--- src/rtl/staircase_led_sweep_sequencer_unit_macros.svh ---
// Assertion macros shared by the staircase LED sweep sequencer RTL.
`ifndef STAIRCASE_LED_SWEEP_SEQUENCER_UNIT_MACROS_SVH
`define STAIRCASE_LED_SWEEP_SEQUENCER_UNIT_MACROS_SVH

// Same-cycle implication, checked on the rising clock edge outside reset.
`define SLSS_ASSERT_NOW(label, clk, rst_n, ante, cons, msg) \
  label: assert property (@(posedge clk) disable iff (!rst_n) (ante) |-> (cons)) \
    else $error(msg);

// Next-cycle implication, checked on the rising clock edge outside reset.
`define SLSS_ASSERT_NEXT(label, clk, rst_n, ante, cons, msg) \
  label: assert property (@(posedge clk) disable iff (!rst_n) (ante) |=> (cons)) \
    else $error(msg);

`endif

--- src/rtl/slss_pkg.sv ---
// Types, constants and helper functions of the staircase LED sweep sequencer.
package slss_pkg;

  localparam int LED_COUNT = 10;
  localparam int TICK_BITS = 16;

  // Fixed field widths of the streams and the configuration port.
  localparam int LED_W     = 10;
  localparam int CFG_W     = 16;
  localparam int CFG_IDX_W = 4;
  localparam int IN_TDATA_W  = 8;
  localparam int OUT_TDATA_W = 16;

  localparam int IDX_W = $clog2(LED_COUNT + 1);
  localparam int CMP_W = (TICK_BITS > CFG_W) ? TICK_BITS : CFG_W;
  localparam int PAT_EXT_W = (LED_COUNT > LED_W) ? LED_COUNT : LED_W;

  localparam logic [CFG_IDX_W-1:0] CFG_STEP_TICKS = CFG_IDX_W'(0);
  localparam logic [CFG_IDX_W-1:0] CFG_HOLD_TICKS = CFG_IDX_W'(1);

  localparam logic [CFG_W-1:0] STEP_TICKS_RST = CFG_W'(100);
  localparam logic [CFG_W-1:0] HOLD_TICKS_RST = CFG_W'(2000);

  localparam logic [LED_COUNT-1:0] FULL_MASK = {LED_COUNT{1'b1}};
  localparam logic [CMP_W-1:0]     TICK_MAX  = CMP_W'((64'd1 << TICK_BITS) - 64'd1);
  localparam logic [IDX_W-1:0]     LAST_STEP = IDX_W'(LED_COUNT);

  typedef enum logic [3:0] {
    PH_IDLE  = 4'b0001,
    PH_FILL  = 4'b0010,
    PH_HOLD  = 4'b0100,
    PH_CLEAR = 4'b1000
  } phase_e;

  // Pattern with k LEDs lit, counted from the bottom or from the top end.
  function automatic logic [LED_COUNT-1:0] lit_from_end(logic [IDX_W-1:0] k, logic top);
    logic [LED_COUNT-1:0] res;
    res = '0;
    for (int i = 0; i < LED_COUNT; i++) begin
      if (top) begin
        res[i] = (i >= LED_COUNT - int'(k));
      end else begin
        res[i] = (i < int'(k));
      end
    end
    return res;
  endfunction

  // Limit a threshold to what the tick counter can reach.
  function automatic logic [CMP_W-1:0] clamp_thresh(logic [CFG_W-1:0] thr);
    logic [CMP_W-1:0] ext;
    ext = CMP_W'(thr);
    return (ext > TICK_MAX) ? TICK_MAX : ext;
  endfunction

endpackage

--- src/rtl/staircase_led_sweep_sequencer_unit.sv ---
// Top level of the staircase LED sweep sequencer: phase control and result register.
//
// Usage: every transfer on the slave stream is one 1 ms tick carrying the four
// sensor levels; each tick gives exactly one transfer on the master stream with
// the 10-LED pattern and the busy flag. A bottom or top trigger while idle starts
// a fill sweep, then a hold of the full pattern unless hold_ticks is zero, then a
// clear sweep in the same direction. While idle the LEDs are all on exactly when
// light and presence are both asserted.
// The result of each input transfer is registered in the output register. Throughput is
// one tick per cycle while the receiver takes results: the phase, step and tick counter
// updates are combinational logic between the state registers and the output register.
// The configuration channel (index 0 step_ticks, index 1 hold_ticks) is always
// ready; other indexes are ignored. Writes belong to idle periods.
// Reset clears the sequence state to idle with all LEDs off and loads step_ticks
// 100 and hold_ticks 2000. When the receiver stalls, the output register holds
// its result and s_axis_tready drops until that result has been taken.
`include "staircase_led_sweep_sequencer_unit_macros.svh"

module staircase_led_sweep_sequencer_unit import slss_pkg::*; (
  input  logic                   clk_i,
  input  logic                   rst_ni,
  // Slave stream of sensor ticks.
  input  logic                   s_axis_tvalid,
  output logic                   s_axis_tready,
  // tdata: [0] bottom_trigger, [1] top_trigger, [2] light_sense, [3] presence_sense
  input  logic [IN_TDATA_W-1:0]  s_axis_tdata,
  // Master stream of LED results.
  output logic                   m_axis_tvalid,
  input  logic                   m_axis_tready,
  // tdata: [9:0] led_pattern, [10] busy_res
  output logic [OUT_TDATA_W-1:0] m_axis_tdata,
  // Configuration write channel.
  input  logic                   cfg_valid_i,
  output logic                   cfg_ready_o,
  input  logic [CFG_IDX_W-1:0]   cfg_index_i,
  input  logic [CFG_W-1:0]       cfg_data_i
);

  logic [CFG_W-1:0] step_ticks_q;
  logic [CFG_W-1:0] hold_ticks_q;

  phase_e               phase_q, phase_d;
  logic                 from_top_q, from_top_d;
  logic [IDX_W-1:0]     step_idx_q, step_idx_d;
  logic [TICK_BITS-1:0] tick_cnt_q, tick_cnt_d;
  logic [LED_COUNT-1:0] pattern_q, pattern_d;
  logic                 busy_d;

  logic                 out_valid_q;
  logic [LED_W-1:0]     out_led_q;
  logic                 out_busy_q;

  logic                 in_xfer;
  logic                 bot_trig, top_trig, light, presence;
  logic [CFG_W-1:0]     step_eff;
  logic [CMP_W-1:0]     step_thr, hold_thr, cnt_ext, cnt_inc;
  logic                 step_hit, hold_hit;
  logic [PAT_EXT_W-1:0] pat_ext;

  assign bot_trig = s_axis_tdata[0];
  assign top_trig = s_axis_tdata[1];
  assign light    = s_axis_tdata[2];
  assign presence = s_axis_tdata[3];

  assign s_axis_tready = !out_valid_q || m_axis_tready;
  assign in_xfer       = s_axis_tvalid && s_axis_tready;
  assign cfg_ready_o   = 1'b1;

  // Saturating tick counter and threshold compares.
  assign step_eff = (step_ticks_q == '0) ? CFG_W'(1) : step_ticks_q;
  assign step_thr = clamp_thresh(step_eff);
  assign hold_thr = clamp_thresh(hold_ticks_q);
  assign cnt_ext  = CMP_W'(tick_cnt_q);
  assign cnt_inc  = (cnt_ext < TICK_MAX) ? cnt_ext + CMP_W'(1) : cnt_ext;
  assign step_hit = (cnt_inc >= step_thr);
  assign hold_hit = (cnt_inc >= hold_thr);

  always_comb begin
    phase_d    = phase_q;
    from_top_d = from_top_q;
    step_idx_d = step_idx_q;
    tick_cnt_d = tick_cnt_q;
    pattern_d  = pattern_q;
    busy_d     = 1'b1;
    case (phase_q)
      PH_IDLE: begin
        if (bot_trig || top_trig) begin
          from_top_d = !bot_trig;
          phase_d    = PH_FILL;
          step_idx_d = '0;
          tick_cnt_d = '0;
        end else begin
          pattern_d = (light && presence) ? FULL_MASK : '0;
          busy_d    = 1'b0;
        end
      end
      PH_FILL: begin
        tick_cnt_d = TICK_BITS'(cnt_inc);
        if (step_hit) begin
          tick_cnt_d = '0;
          pattern_d  = lit_from_end(step_idx_q, from_top_q);
          if (step_idx_q == LAST_STEP) begin
            step_idx_d = '0;
            phase_d    = (hold_ticks_q == '0) ? PH_CLEAR : PH_HOLD;
          end else begin
            step_idx_d = step_idx_q + IDX_W'(1);
          end
        end
      end
      PH_HOLD: begin
        tick_cnt_d = TICK_BITS'(cnt_inc);
        if (hold_hit) begin
          tick_cnt_d = '0;
          phase_d    = PH_CLEAR;
        end
      end
      PH_CLEAR: begin
        tick_cnt_d = TICK_BITS'(cnt_inc);
        if (step_hit) begin
          tick_cnt_d = '0;
          pattern_d  = FULL_MASK & ~lit_from_end(step_idx_q, from_top_q);
          if (step_idx_q == LAST_STEP) begin
            step_idx_d = '0;
            phase_d    = PH_IDLE;
          end else begin
            step_idx_d = step_idx_q + IDX_W'(1);
          end
        end
      end
      default: begin
        phase_d = PH_IDLE;
      end
    endcase
  end

  assign pat_ext = PAT_EXT_W'(pattern_d);

  always_ff @(posedge clk_i or negedge rst_ni) begin
    if (!rst_ni) begin
      step_ticks_q <= STEP_TICKS_RST;
      hold_ticks_q <= HOLD_TICKS_RST;
    end else if (cfg_valid_i && cfg_ready_o) begin
      if (cfg_index_i == CFG_STEP_TICKS) begin
        step_ticks_q <= cfg_data_i;
      end else if (cfg_index_i == CFG_HOLD_TICKS) begin
        hold_ticks_q <= cfg_data_i;
      end
    end
  end

  always_ff @(posedge clk_i or negedge rst_ni) begin
    if (!rst_ni) begin
      phase_q     <= PH_IDLE;
      from_top_q  <= 1'b0;
      step_idx_q  <= '0;
      tick_cnt_q  <= '0;
      pattern_q   <= '0;
      out_valid_q <= 1'b0;
    end else begin
      if (in_xfer) begin
        phase_q     <= phase_d;
        from_top_q  <= from_top_d;
        step_idx_q  <= step_idx_d;
        tick_cnt_q  <= tick_cnt_d;
        pattern_q   <= pattern_d;
        out_valid_q <= 1'b1;
      end else if (m_axis_tready) begin
        out_valid_q <= 1'b0;
      end
    end
  end

  always_ff @(posedge clk_i) begin
    if (in_xfer) begin
      out_led_q  <= pat_ext[LED_W-1:0];
      out_busy_q <= busy_d;
    end
  end

  assign m_axis_tvalid = out_valid_q;
  assign m_axis_tdata  = OUT_TDATA_W'({out_busy_q, out_led_q});

  // The input side only stalls behind a result the receiver has not taken.
  `SLSS_ASSERT_NOW(a_stall_cause, clk_i, rst_ni, !s_axis_tready,
    m_axis_tvalid && !m_axis_tready, "input stalled without a pending result")

  // The sweep step index never runs past the last pattern.
  `SLSS_ASSERT_NOW(a_step_range, clk_i, rst_ni, 1'b1,
    step_idx_q <= LAST_STEP, "step index out of range")

  // An untriggered idle tick reports not busy.
  `SLSS_ASSERT_NEXT(a_idle_not_busy, clk_i, rst_ni,
    in_xfer && (phase_q == PH_IDLE) && !bot_trig && !top_trig,
    !out_busy_q && (phase_q == PH_IDLE), "idle tick reported busy")

  // A trigger on an accepted idle tick always starts a fill at step zero.
  `SLSS_ASSERT_NEXT(a_start_on_trigger, clk_i, rst_ni,
    in_xfer && (phase_q == PH_IDLE) && (bot_trig || top_trig),
    (phase_q == PH_FILL) && out_busy_q && (step_idx_q == '0), "trigger did not start a fill")

endmodule

--- config.mk ---
export PLATFORM = sky130hd
export DESIGN_NAME = staircase_led_sweep_sequencer_unit
export DESIGN_NICKNAME = d
export VERILOG_FILES = /design/src/rtl/slss_pkg.sv /design/src/rtl/staircase_led_sweep_sequencer_unit.sv
export VERILOG_INCLUDE_DIRS = /design/src /design/src/rtl
export SDC_FILE = /design/constraint.sdc
export NUM_CORES = 1
export LEC_CHECK = 0
export BUFFER_PORTS_ARGS = -buffer_cell sky130_fd_sc_hd__buf_4
export CAP_MARGIN = 25
export CORE_AREA = 2 2 86 130
export CTS_CLUSTER_DIAMETER = 60
export CTS_CLUSTER_SIZE = 24
export DETAILED_ROUTE_END_ITERATION = 10
export DIE_AREA = 0 0 88 132
export PLACE_DENSITY = 0.7
export SKIP_CTS_REPAIR_TIMING = 1
export SLEW_MARGIN = 40
export SYNTH_ARGS = -nofsm -noshare
export SYNTH_HDL_FRONTEND = slang
export SYNTH_SLANG_ARGS = --single-unit
--- constraint.sdc ---
create_clock -name clk_i -period 4.3 [get_ports clk_i]
set_input_delay 0.215 -clock clk_i [delete_from_list [all_inputs] [get_ports clk_i]]
set_output_delay 0.215 -clock clk_i [all_outputs]
set_load 0.01 [all_outputs]
==> results.sh <==
export IMPL_rows=46
export IMPL_numCtsBuffers=9
export IMPL_maxCapViolations=0
export IMPL_syn_area_mm2=0.00546
export IMPL_final_nets=697
export IMPL_synth_seq_cells=79
export IMPL_avgRoutedWirePerCell_um=17.0
export IMPL_clock_skew_ns=0.0110
export IMPL_cp_max_fo=10
export IMPL_vias_per_cell=5.90
export IMPL_hold_depth=2
export IMPL_avgSynthCellArea_um2=9.10
export IMPL_grt_max_degree=69
export IMPL_postRouteWirelength_mm=13.1
export IMPL_timing_fmax_mhz=245
export IMPL_final_cell_mix="nand2_1 (63), dfrtp_1 (58), o21ai_0 (57)"
export IMPL_drc_errors=0
export IMPL_leakage_nw=2.77
export IMPL_gp_congestion=0.894
export IMPL_seq_area_mm2=0.00204
export IMPL_max_slew_margin_rel=0.485
export IMPL_fin_cells=773
export IMPL_final_common_cell="nand2_1"
export IMPL_port_buffers=41
export IMPL_dpl_instance_area_mm2=0.00583
export IMPL_nFillCells=921
export IMPL_clk_pin_slew_worst_paths_ns=0.07
export IMPL_ant_nets=0
export IMPL_chipWidth_um=88
export IMPL_cp_arrival_ns=4.19
export IMPL_period_minus_slack_ns=4.08
export IMPL_irDropWorstVdd_uv=303
export IMPL_grt_first_pass_wirelength_mm=21.3
export IMPL_clk_latency_ns=0.34
export IMPL_whs_ns=0.0790
export IMPL_rrSetupSlack_ns=0.22
export IMPL_dieHeight_um=132
export IMPL_placed_cells=756
export IMPL_clockBufferDepth=2
export IMPL_synth_cell_type_count=77
export IMPL_ios=52
export IMPL_powerDensity_mw_per_mm2=465
export IMPL_hold_class="input port to register"
export IMPL_async_reset_ff_frac=0.861
export IMPL_antenna_found_initial=0
export IMPL_synth_compound_area_frac=0.205
export IMPL_cp_end_kind="register"
export IMPL_synthCells=600
export IMPL_synth_fa_ha_area_frac=0.0917
export IMPL_worst_slew_pin_slew_ns=0.770
export IMPL_drive_above_1_share=0.175
export IMPL_synth_main_ff_cell="dfrtp_1"
export IMPL_antennaDiodeCount=0
export IMPL_synth_xor_area_share=0.0192
export IMPL_synthMuxAreaShare=0.0587
export IMPL_status="complete, no violations"
export IMPL_wl_met3_um=401
export IMPL_start_util=0.524
export IMPL_reg2reg_depth=14
export IMPL_synth_edf_count=11
export IMPL_topRoutingLayerUsed="met4"
export IMPL_dp_hpwl_mm=9.88
export IMPL_ys_seq_area_frac=0.374
export IMPL_first_pass_iters=5
export IMPL_fin_area_mm2=0.00620
export IMPL_finalSetupTns_ns=0
export IMPL_drt_iter0_markers=281
export IMPL_worstPathRequired_ns=4.40
export IMPL_slew_viol_final=0
export IMPL_cts_tree="done"
export IMPL_wl_met1_mm=5.08
export IMPL_grt_pass1_vias=4513
export IMPL_finalSetupViolCount=0
export IMPL_path_class="register to register"
export IMPL_hold_violations=0
export IMPL_clockRootBuffer="clkbuf_16"
export IMPL_h_tree_depth=3
export IMPL_crit_path_start_kind="register"
export IMPL_grt_usage=0.233
export IMPL_core_region_area_mm2=0.0104
export IMPL_met2_length_mm=7.08
export IMPL_cts_sinks=79
export IMPL_fin_crit_sh=0.950
export IMPL_multi_input_area_mm2=0.00311
export IMPL_die_area_mm2=0.0116
export IMPL_area_delta_synth_final_pct=13.6
export IMPL_synthSimpleGateAreaFrac=0.183
export IMPL_rsz0062_at_grt="no"
export IMPL_vias=4564
export IMPL_synth_top_family_by_area="compound AO/OA/AOI/OAI gates"
export IMPL_grt_overflow=0
export IMPL_ys_warn_count=0
-- sequential cells by signal (all words and copies together), names as in the netlist --
name / flops
m_axis_tvalid: 1
out_busy_q: 1
out_led_q: 10
phase_q: 4
cnt_ext: 16
pattern_q: 10
step_idx_q: 4
from_top_q: 1
hold_ticks_q: 16
step_ticks_q: 16
-- cell type report --
cell class                 count  area share
multi-input combinational    445       0.502
tap                          144      0.0290
timing repair buffer          48      0.0591
inverter                      41      0.0248
clock buffer                  10      0.0403
sequential                    79       0.330
clock inverter                 6      0.0153
-- power by group --
group	total (W)	internal (W)	switching, W
logic	0.000912	0.000399	0.000513
registers	0.00110	0.000932	0.000168
clock network	0.000873	0.000551	0.000322
total	0.00289	0.00188	0.00100
-- cell usage after synthesis, types with 13 or more instances --
cell type	n	area share
a22o_1	13	0.021
ha_1	40	0.092
mux2_2	20	0.041
nand3_1	17	0.016
o21ai_0	57	0.052
dfrtp_1	58	0.27
o21a_1	14	0.019
a21oi_1	19	0.017
clkbuf_1	20	0.014
nor2_1	31	0.021
nand2_1	63	0.043
inv_1	41	0.028
-- path summary, 6_finish.rpt --
kind / from / end
max in group asynchronous: rst_ni / m_axis_tvalid
min in group asynchronous: rst_ni / step_ticks_q[9]
worst min-delay path: s_axis_tvalid / m_axis_tvalid
worst max-delay path: cnt_ext[8] / out_led_q[4]
worst min register to register: pattern_q[6] / pattern_q[6]
worst max register to register: cnt_ext[8] / out_led_q[4]
-- kinds of logic (layout without fill, tap and decap cells) --
group	Yosys count	after routing
simple gates	191	191
compound gates	167	167
buf+inv	80	105
flops	79	79
fa+ha+maj	40	40
mux	29	29
xor+xnor	12	12
other cells	2	6
-- per-layer routing --
metal | vias to the layer above | GRT usage
met1 | 2169 | 0.261
met4 | 0 | 0.131
met3 | 38 | 0.0351
met5 | - | 0
li1 | 2222 | -
met2 | 135 | 0.410
-- worst max-delay path: stages (launching register included) --
cell       delay, ns
dfrtp_1         0.43
nand4_1         0.19
or2_1           0.30
or3_4           0.47
nand2b_4        0.12
nor2_1          0.06
xor2_1          0.18
ha_1            0.33
and4_1          0.27
o2111ai_1       0.16
a31oi_1         0.20
o21ai_0         0.17
o211ai_1        0.53
inv_1           0.11
a211o_1         0.31
-- per-stage QoR --
stage / utilization / setup slack, ns / power, W
6_report: 0.596 / 0.215 / 0.00289
5_1_grt: 0.596 / 0.0668 / 0.00305
4_1_cts: 0.593 / 0.0528 / 0.00289
3_5_place_dp: 0.560 / 0.103 / 0.00200
3_3_place_gp: 0.558 / 0.177 / 0.00196
2_1_floorplan: - / 0.678 / 0.00174
No activity file was read; power rests on OpenSTA's default activity.
